<file path="config.mk">
export PLATFORM = sky130hd
export DESIGN_NAME = doubly_linked_list_engine
export DESIGN_NICKNAME = d
export VERILOG_FILES = /design/src/dll_pkg.sv /design/src/doubly_linked_list_engine.sv /design/src/dll_store.sv
export SDC_FILE = /design/constraint.sdc
export NUM_CORES = 2
export LEC_CHECK = 0
export BUFFER_PORTS_ARGS = -buffer_cell sky130_fd_sc_hd__buf_2
export CORE_MARGIN = 5
export CORE_UTILIZATION = 50
export DETAILED_ROUTE_END_ITERATION = 12
export PLACE_DENSITY = 0.71
export RECOVER_POWER = 50
export SKIP_LAST_GASP = 1
export SLEW_MARGIN = 20
export SYNTH_ARGS = -nofsm -noshare
export SYNTH_HDL_FRONTEND = slang
export SYNTH_SLANG_ARGS = --single-unit
</file>
<file path="constraint.sdc">
create_clock -name clk_i -period 12.6 [get_ports clk_i]
set_input_delay 2.52 -clock clk_i [delete_from_list [all_inputs] [get_ports clk_i]]
set_output_delay 2.52 -clock clk_i [all_outputs]
set_load 0.01 [all_outputs]
</file>
<file path="src/dll_pkg.sv">
package dll_pkg;

  localparam int Capacity   = 64;
  localparam int KeyBits    = 32;
  localparam int SlotBits   = $clog2(Capacity);
  localparam int CntBits    = $clog2(Capacity + 1);
  localparam int KindBits   = 3;
  localparam int StatusBits = 2;
  localparam int PortKeyBits = 32;

  typedef logic [SlotBits-1:0]        slot_t;
  typedef logic [CntBits-1:0]         cnt_t;
  typedef logic signed [KeyBits-1:0]  key_t;

  typedef enum logic [KindBits-1:0] {
    KindInsert   = 3'd0,
    KindDelKey   = 3'd1,
    KindDelFirst = 3'd2,
    KindDelLast  = 3'd3,
    KindDump     = 3'd4
  } kind_e;

  typedef enum logic [StatusBits-1:0] {
    StatDone = 2'd0,
    StatFull = 2'd1,
    StatNone = 2'd2,
    StatElem = 2'd3
  } status_e;

  typedef struct packed {
    logic [KindBits-1:0]           kind;
    logic signed [PortKeyBits-1:0] key_in;
  } in_item_t;

  typedef struct packed {
    logic [StatusBits-1:0]         status;
    logic signed [PortKeyBits-1:0] key_out;
    logic                          last;
  } out_item_t;

  // write side of the link store, one write port per array
  typedef struct packed {
    logic  key_we;
    slot_t key_addr;
    key_t  key_data;
    logic  next_we;
    slot_t next_addr;
    slot_t next_data;
    logic  prev_we;
    slot_t prev_addr;
    slot_t prev_data;
  } store_wr_t;

  typedef struct packed {
    key_t  key;
    slot_t next;
    slot_t prev;
  } store_rd_t;

endpackage

</file>
<file path="src/doubly_linked_list_engine.sv">
// Bounded doubly linked list of up to 64 signed keys held in a slot store with a free-slot
// stack. Each input item is one operation (insert front, delete by key, delete first,
// delete last, dump); every operation but dump answers with one status item, a dump sends
// one item per element front to back with last set on the final one (an empty dump sends
// one empty status), and kinds 5 to 7 are dropped silently. Only one item is worked on at a
// time and the input is ready only while the sequencer is idle; an item may be accepted
// while the previous result still waits on the output. The link store has a single read
// port with registered data, so list walks visit one element per cycle, and a dump walk
// holds while the output is stalled. Insert writes the new slot and then links it in
// front. The link store needs no clearing pass after reset.
module doubly_linked_list_engine (
  input  logic               clk_i,
  input  logic               rst_ni,
  input  logic               in_valid_i,
  output logic               in_ready_o,
  input  dll_pkg::in_item_t  in_i,
  output logic               out_valid_o,
  input  logic               out_ready_i,
  output dll_pkg::out_item_t out_o
);
  import dll_pkg::*;

  typedef enum logic [6:0] {
    StIdle    = 7'b0000001,
    StIns     = 7'b0000010,
    StInsLink = 7'b0000100,
    StSearch  = 7'b0001000,
    StUnlink  = 7'b0010000,
    StDump    = 7'b0100000,
    StResp    = 7'b1000000
  } state_e;

  state_e state_q, state_d;
  slot_t  head_q, head_d, tail_q, tail_d;
  cnt_t   count_q, count_d;
  cnt_t   free_count_q, free_count_d;
  cnt_t   low_mark_q, low_mark_d;
  cnt_t   idx_q, idx_d;
  slot_t  cur_q, cur_d;
  key_t   key_q, key_d;
  logic [StatusBits-1:0] res_q, res_d;

  out_item_t out_q;
  logic      out_valid_q;
  out_item_t emit_item;
  logic      emit;
  logic      out_free;

  store_wr_t wr;
  store_rd_t rd;
  slot_t     rd_addr;

  // free-slot stack; positions below the low mark were never written and hold their index
  slot_t free_mem [Capacity];
  slot_t fs_rdata_q;
  slot_t fs_raddr;
  logic  fs_we;
  slot_t fs_waddr;
  slot_t fs_wdata;

  cnt_t  top_idx;
  cnt_t  idx_inc;
  slot_t ins_slot;
  logic  key_match;

  dll_store u_store (
    .clk_i   (clk_i),
    .wr_i    (wr),
    .raddr_i (rd_addr),
    .rd_o    (rd)
  );

  always_ff @(posedge clk_i) begin
    if (fs_we) free_mem[fs_waddr] <= fs_wdata;
    fs_rdata_q <= free_mem[fs_raddr];
  end

  assign top_idx   = free_count_q - cnt_t'(1);
  assign idx_inc   = idx_q + cnt_t'(1);
  assign ins_slot  = (top_idx < low_mark_q) ? top_idx[SlotBits-1:0] : fs_rdata_q;
  assign key_match = (rd.key == key_q);
  assign out_free  = !out_valid_q || out_ready_i;

  always_comb begin
    state_d      = state_q;
    head_d       = head_q;
    tail_d       = tail_q;
    count_d      = count_q;
    free_count_d = free_count_q;
    low_mark_d   = low_mark_q;
    idx_d        = idx_q;
    cur_d        = cur_q;
    key_d        = key_q;
    res_d        = res_q;
    wr           = '0;
    rd_addr      = cur_q;
    fs_raddr     = top_idx[SlotBits-1:0];
    fs_we        = 1'b0;
    fs_waddr     = free_count_q[SlotBits-1:0];
    fs_wdata     = cur_q;
    emit         = 1'b0;
    emit_item    = '0;
    in_ready_o   = 1'b0;

    unique case (state_q)
      StIdle: begin
        in_ready_o = 1'b1;
        rd_addr    = (kind_e'(in_i.kind) == KindDelLast) ? tail_q : head_q;
        if (in_valid_i) begin
          key_d = KeyBits'(in_i.key_in);
          cur_d = rd_addr;
          idx_d = '0;
          unique case (kind_e'(in_i.kind))
            KindInsert: begin
              if (free_count_q == '0 || count_q >= cnt_t'(Capacity)) begin
                res_d   = StatFull;
                state_d = StResp;
              end else begin
                state_d = StIns;
              end
            end
            KindDelKey, KindDelFirst, KindDelLast, KindDump: begin
              if (count_q == '0) begin
                res_d   = StatNone;
                state_d = StResp;
              end else begin
                unique case (kind_e'(in_i.kind))
                  KindDelKey: state_d = StSearch;
                  KindDump:   state_d = StDump;
                  default:    state_d = StUnlink;
                endcase
              end
            end
            default: state_d = StIdle;
          endcase
        end
      end

      StIns: begin
        wr.key_we    = 1'b1;
        wr.key_addr  = ins_slot;
        wr.key_data  = key_q;
        wr.next_we   = 1'b1;
        wr.next_addr = ins_slot;
        wr.next_data = (count_q == '0) ? '0 : head_q;
        wr.prev_we   = 1'b1;
        wr.prev_addr = ins_slot;
        wr.prev_data = '0;
        cur_d        = ins_slot;
        state_d      = StInsLink;
      end

      StInsLink: begin
        if (count_q != '0) begin
          wr.prev_we   = 1'b1;
          wr.prev_addr = head_q;
          wr.prev_data = cur_q;
        end else begin
          tail_d = cur_q;
        end
        head_d       = cur_q;
        count_d      = count_q + cnt_t'(1);
        free_count_d = top_idx;
        if (top_idx < low_mark_q) low_mark_d = top_idx;
        res_d   = StatDone;
        state_d = StResp;
      end

      StSearch, StUnlink: begin
        if (state_q == StUnlink || key_match) begin
          // unlink cur_q using its own next and prev links
          if (cur_q == head_q) begin
            head_d = rd.next;
          end else begin
            wr.next_we   = 1'b1;
            wr.next_addr = rd.prev;
            wr.next_data = rd.next;
          end
          if (cur_q == tail_q) begin
            tail_d = rd.prev;
          end else begin
            wr.prev_we   = 1'b1;
            wr.prev_addr = rd.next;
            wr.prev_data = rd.prev;
          end
          if (count_q != '0) count_d = count_q - cnt_t'(1);
          if (count_d == '0) begin
            head_d = '0;
            tail_d = '0;
          end
          if (free_count_q < cnt_t'(Capacity)) begin
            fs_we        = 1'b1;
            free_count_d = free_count_q + cnt_t'(1);
          end
          res_d   = StatDone;
          state_d = StResp;
        end else if (idx_inc == count_q) begin
          res_d   = StatNone;
          state_d = StResp;
        end else begin
          idx_d   = idx_inc;
          cur_d   = rd.next;
          rd_addr = rd.next;
        end
      end

      StDump: begin
        if (out_free) begin
          emit              = 1'b1;
          emit_item.status  = StatElem;
          emit_item.key_out = PortKeyBits'(rd.key);
          emit_item.last    = (idx_inc == count_q);
          if (idx_inc == count_q) begin
            state_d = StIdle;
          end else begin
            idx_d   = idx_inc;
            cur_d   = rd.next;
            rd_addr = rd.next;
          end
        end
      end

      StResp: begin
        if (out_free) begin
          emit             = 1'b1;
          emit_item.status = res_q;
          emit_item.last   = 1'b1;
          state_d          = StIdle;
        end
      end

      default: state_d = StIdle;
    endcase
  end

  always_ff @(posedge clk_i or negedge rst_ni) begin
    if (!rst_ni) begin
      state_q      <= StIdle;
      head_q       <= '0;
      tail_q       <= '0;
      count_q      <= '0;
      free_count_q <= cnt_t'(Capacity);
      low_mark_q   <= cnt_t'(Capacity);
      idx_q        <= '0;
      out_valid_q  <= 1'b0;
    end else begin
      state_q      <= state_d;
      head_q       <= head_d;
      tail_q       <= tail_d;
      count_q      <= count_d;
      free_count_q <= free_count_d;
      low_mark_q   <= low_mark_d;
      idx_q        <= idx_d;
      if (emit) begin
        out_valid_q <= 1'b1;
      end else if (out_ready_i) begin
        out_valid_q <= 1'b0;
      end
    end
  end

  always_ff @(posedge clk_i) begin
    cur_q <= cur_d;
    key_q <= key_d;
    res_q <= res_d;
    if (emit) out_q <= emit_item;
  end

  assign out_valid_o = out_valid_q;
  assign out_o       = out_q;

endmodule

</file>
<file path="src/dll_store.sv">
module dll_store (
  input  logic               clk_i,
  input  dll_pkg::store_wr_t wr_i,
  input  dll_pkg::slot_t     raddr_i,
  output dll_pkg::store_rd_t rd_o
);
  import dll_pkg::*;

  key_t  key_mem  [Capacity];
  slot_t next_mem [Capacity];
  slot_t prev_mem [Capacity];

  store_rd_t rd_q;

  always_ff @(posedge clk_i) begin
    if (wr_i.key_we) key_mem[wr_i.key_addr] <= wr_i.key_data;
    if (wr_i.next_we) next_mem[wr_i.next_addr] <= wr_i.next_data;
    if (wr_i.prev_we) prev_mem[wr_i.prev_addr] <= wr_i.prev_data;
    rd_q.key  <= key_mem[raddr_i];
    rd_q.next <= next_mem[raddr_i];
    rd_q.prev <= prev_mem[raddr_i];
  end

  assign rd_o = rd_q;

endmodule

</file>
==> metrics.cfg <==
[run_status]
status=finished with violations
violations=capacitance limit, slew limit

[clock_network]
clk_latency_ns=0.89
cts_resized=0
htree_levels=5
clk_pin_slew_worst_paths_ns=0.06
postCtsHoldBufs=0
cts_root_buffer=clkbuf_16
clock_sinks=3373
clock_path_buffers=4
cts_buffers=335
cts_tree=done
post_cts_buffers=0

[power]
power_frac_comb=0.228
switching_share=0.319
p_leak_nw=47.2
p_seq_frac=0.439
power_switching_mw=9.20
power.internal_mw=19.6
vdd_drop_max_mv=0.247
power.density_nw_per_um2=192
power.share.clock=0.333

[sta]
postLayoutSetupSlackWorst_ns=4.29
finalCritPeriodShare=0.660
rsz0062_at_grt=no
period_needed_ns=8.31
max_freq_mhz=120
skew_ns=0.0428
slew_viol_final=3178
hold_violations=0
worstMarginPinSlew_ns=4.87
setup_viol=0
fin_tns_setup_ns=0
relSlewSlack=-2.25

[die]
die_y_um=529
fp.dieW_um=529
initial_core_util=0.502
die_area_um2=280000
core.rowCount=190
num_io_pins=76
fp.coreArea_um2=268000

[global_routing]
grt_overflow=0
grt_pass1_wl_um=549000
grt_antenna_before_repair=26
grt_util_all_layers=0.262
grt_max_degree=226
grt_pass1_vias=82800

[worst_setup_path]
crit_path_max_incr_delay_ns=1.51
crit_family=buffers and inverters
critPathKind=in2reg
endpoint_kind=register
critPathRequiredTime_ns=13.43
arrival_ns=9.14
r2r_setup_slack_ns=4.38
crit_fanout=91
cp-start-kind=input pin
path_cells=clkbuf_1, nor2b_1, nor4_4, clkbuf_1, o21ai_0, o21ai_1, or3_4, buf_4, buf_4, buf_4, nand2_1, nand3_1, nand3_1, nand3_1, or4_1
critPathSlowestCell=clkbuf_1
path_buf_inv=5

[synthesis]
synth-seq-cells=3373
yosysWarnings=0
synth_edf_count=3275
synth_area_leaders=edfxtp_1 (73%), nand2_1 (7.5%), nand3_1 (6.2%)
synthArstFlopShare=0.0142
yosys.area.top_type=edfxtp_1
yosysTopAreaCellShare=0.730
avgSynthCellArea_um2=13.3
yosysSeqAreaShare=0.747
synth_cell_type_count=80
syn-cell-area_um2=135000
postSynthCellCount=10100
synth-main-ff-cell=edfxtp_1
syn_nets=10100

[detailed_routing]
via_per_inst=6.23
dr.pass1.iters=8
antenna_left=0
drt_iter0_drc=12800
drc=0
vias=86400
totalWireLength_um=373000
wire_per_inst_um=26.9

[layout]
syn2layout_area_growth_pct=11.4
final_cell_mix=edfxtp_1 (3275), nand2_1 (2684), nand3_1 (1675)
layout_commonest_cell=edfxtp_1
finish.utilization=0.559
final_nets=10100
fill_cells=20600
drive_gt1_frac=0.0860

[placement]
dpl.hpwl_um=217000
io_buffers=75
gp_congestion=0.943
pre_cts_slack_ns=4.44

[flow_run]
cap_viol_max_count=55

[worst_hold_path]
min_path_type=reg2reg

metal layers:
| layer | GRT usage | vias up | share of wire |
|---|---|---|---|
| met3 | 0.0689 | 891 | 0.13 |
| met4 | 0.124 | 14 | 0.054 |
| li1 | - | 37200 | - |
| met1 | 0.363 | 42800 | 0.37 |
| met2 | 0.388 | 5596 | 0.44 |
| met5 | 0 | - | 0.00037 |
state kept, by name, summed over array words and instances (netlist names), 32 cells and up:
name and cells:
u_store.prev_mem 384, key_q 32, out_o 35, u_store.key_mem 2048, free_mem 384, u_store.next_mem 384, u_store.rd_o 44
area by class of cell:
class                   instances  area (um^2)  share of cell area
diodes                         16         40.0            0.000267
multi-input cells            6039        32000               0.213
clock inverters               157         1380             0.00917
well taps                    3552         4440              0.0296
clock buffers                 426         8990              0.0600
inverters                      27          101            0.000676
repair buffers                283         2460              0.0164
flip-flops and latches       3373       101000               0.671
cells in the mapped netlist, drive strengths merged (4+ instances only):
cell     number
nand3      1676
o21ai        57
buf         244
xor2         15
o2111ai      43
inv          25
o22ai         9
a21oi       151
o211a         5
nand2      2684
a221oi       12
dfxtp        50
a32oi        44
o21a          6
and4          4
mux2i       203
xnor2        51
mux4         96
a311oi       18
nor3         75
clkbuf      409
and3         26
nand2b        9
nor4         11
nand3b        7
nor2        261
dfrtp        45
or3          14
nor2b         6
nand4       230
o31ai        10
ha           12
o22a          4
a21o         10
or4          47
mux2          6
a22oi        17
a221o         4
a31oi        14
and2         69
or2           4
a22o         16
edfxtp     3275
o211ai       92
cells by family after synthesis:
| group | Yosys count | synth area share |
|---|---|---|
| AOI/OAI and AO/OA | 528 | 0.0273 |
| xor gates and xnor gates | 66 | 0.00429 |
| adders and majority gates | 12 | 0.00112 |
| buffers and inverters | 680 | 0.0206 |
| DFF | 3373 | 0.747 |
| muxes | 305 | 0.0317 |
| and+or+nand+nor | 5128 | 0.168 |
per-stage QoR:
step                total power, mW  cell area (um^2)  instances  hold WS (ns)
detailed placement             19.3            140000      13300         0.472
finish                         28.8            150000      13900         0.485
CTS                            28.7            150000      13800         0.484
floorplan                      16.8            135000      10100         0.444
global route                   29.8            150000      13900         0.520
global placement               19.1            139000      13200         0.464
power by group through the flow:
stage	clock network (mW)	logic [mW]	registers, mW
6_report	9.61	6.57	12.7
3_3_place_gp	0	6.27	12.8
3_5_place_dp	0	6.41	12.8
5_1_grt	10.2	7.04	12.6
4_1_cts	9.68	6.44	12.6
2_1_floorplan	0	4.02	12.8
path summary, 6_finish.rpt:
check / endpoint / cells past startpoint / start
setup / recovery: u_store.rd_o[37] / 15 / out_ready_i
hold / removal: low_mark_q[6] / 2 / low_mark_q[6]
setup reg to reg: u_store.key_mem[22][21] / 6 / state_q[5]
hold reg to reg: low_mark_q[6] / 2 / low_mark_q[6]
max in group asynchronous: free_count_q[0] / 2 / rst_ni
min in group asynchronous: count_q[0] / 2 / rst_ni
worst reg2reg max path, delay by kind of cell, from the launching register on:
kind | cells | cell delay [ns]
buffers and inverters | 2 | 1.92
flip-flops | 1 | 0.59
AND/OR/NAND/NOR | 4 | 4.76
Note: power is estimated with default switching activity, not from simulation.
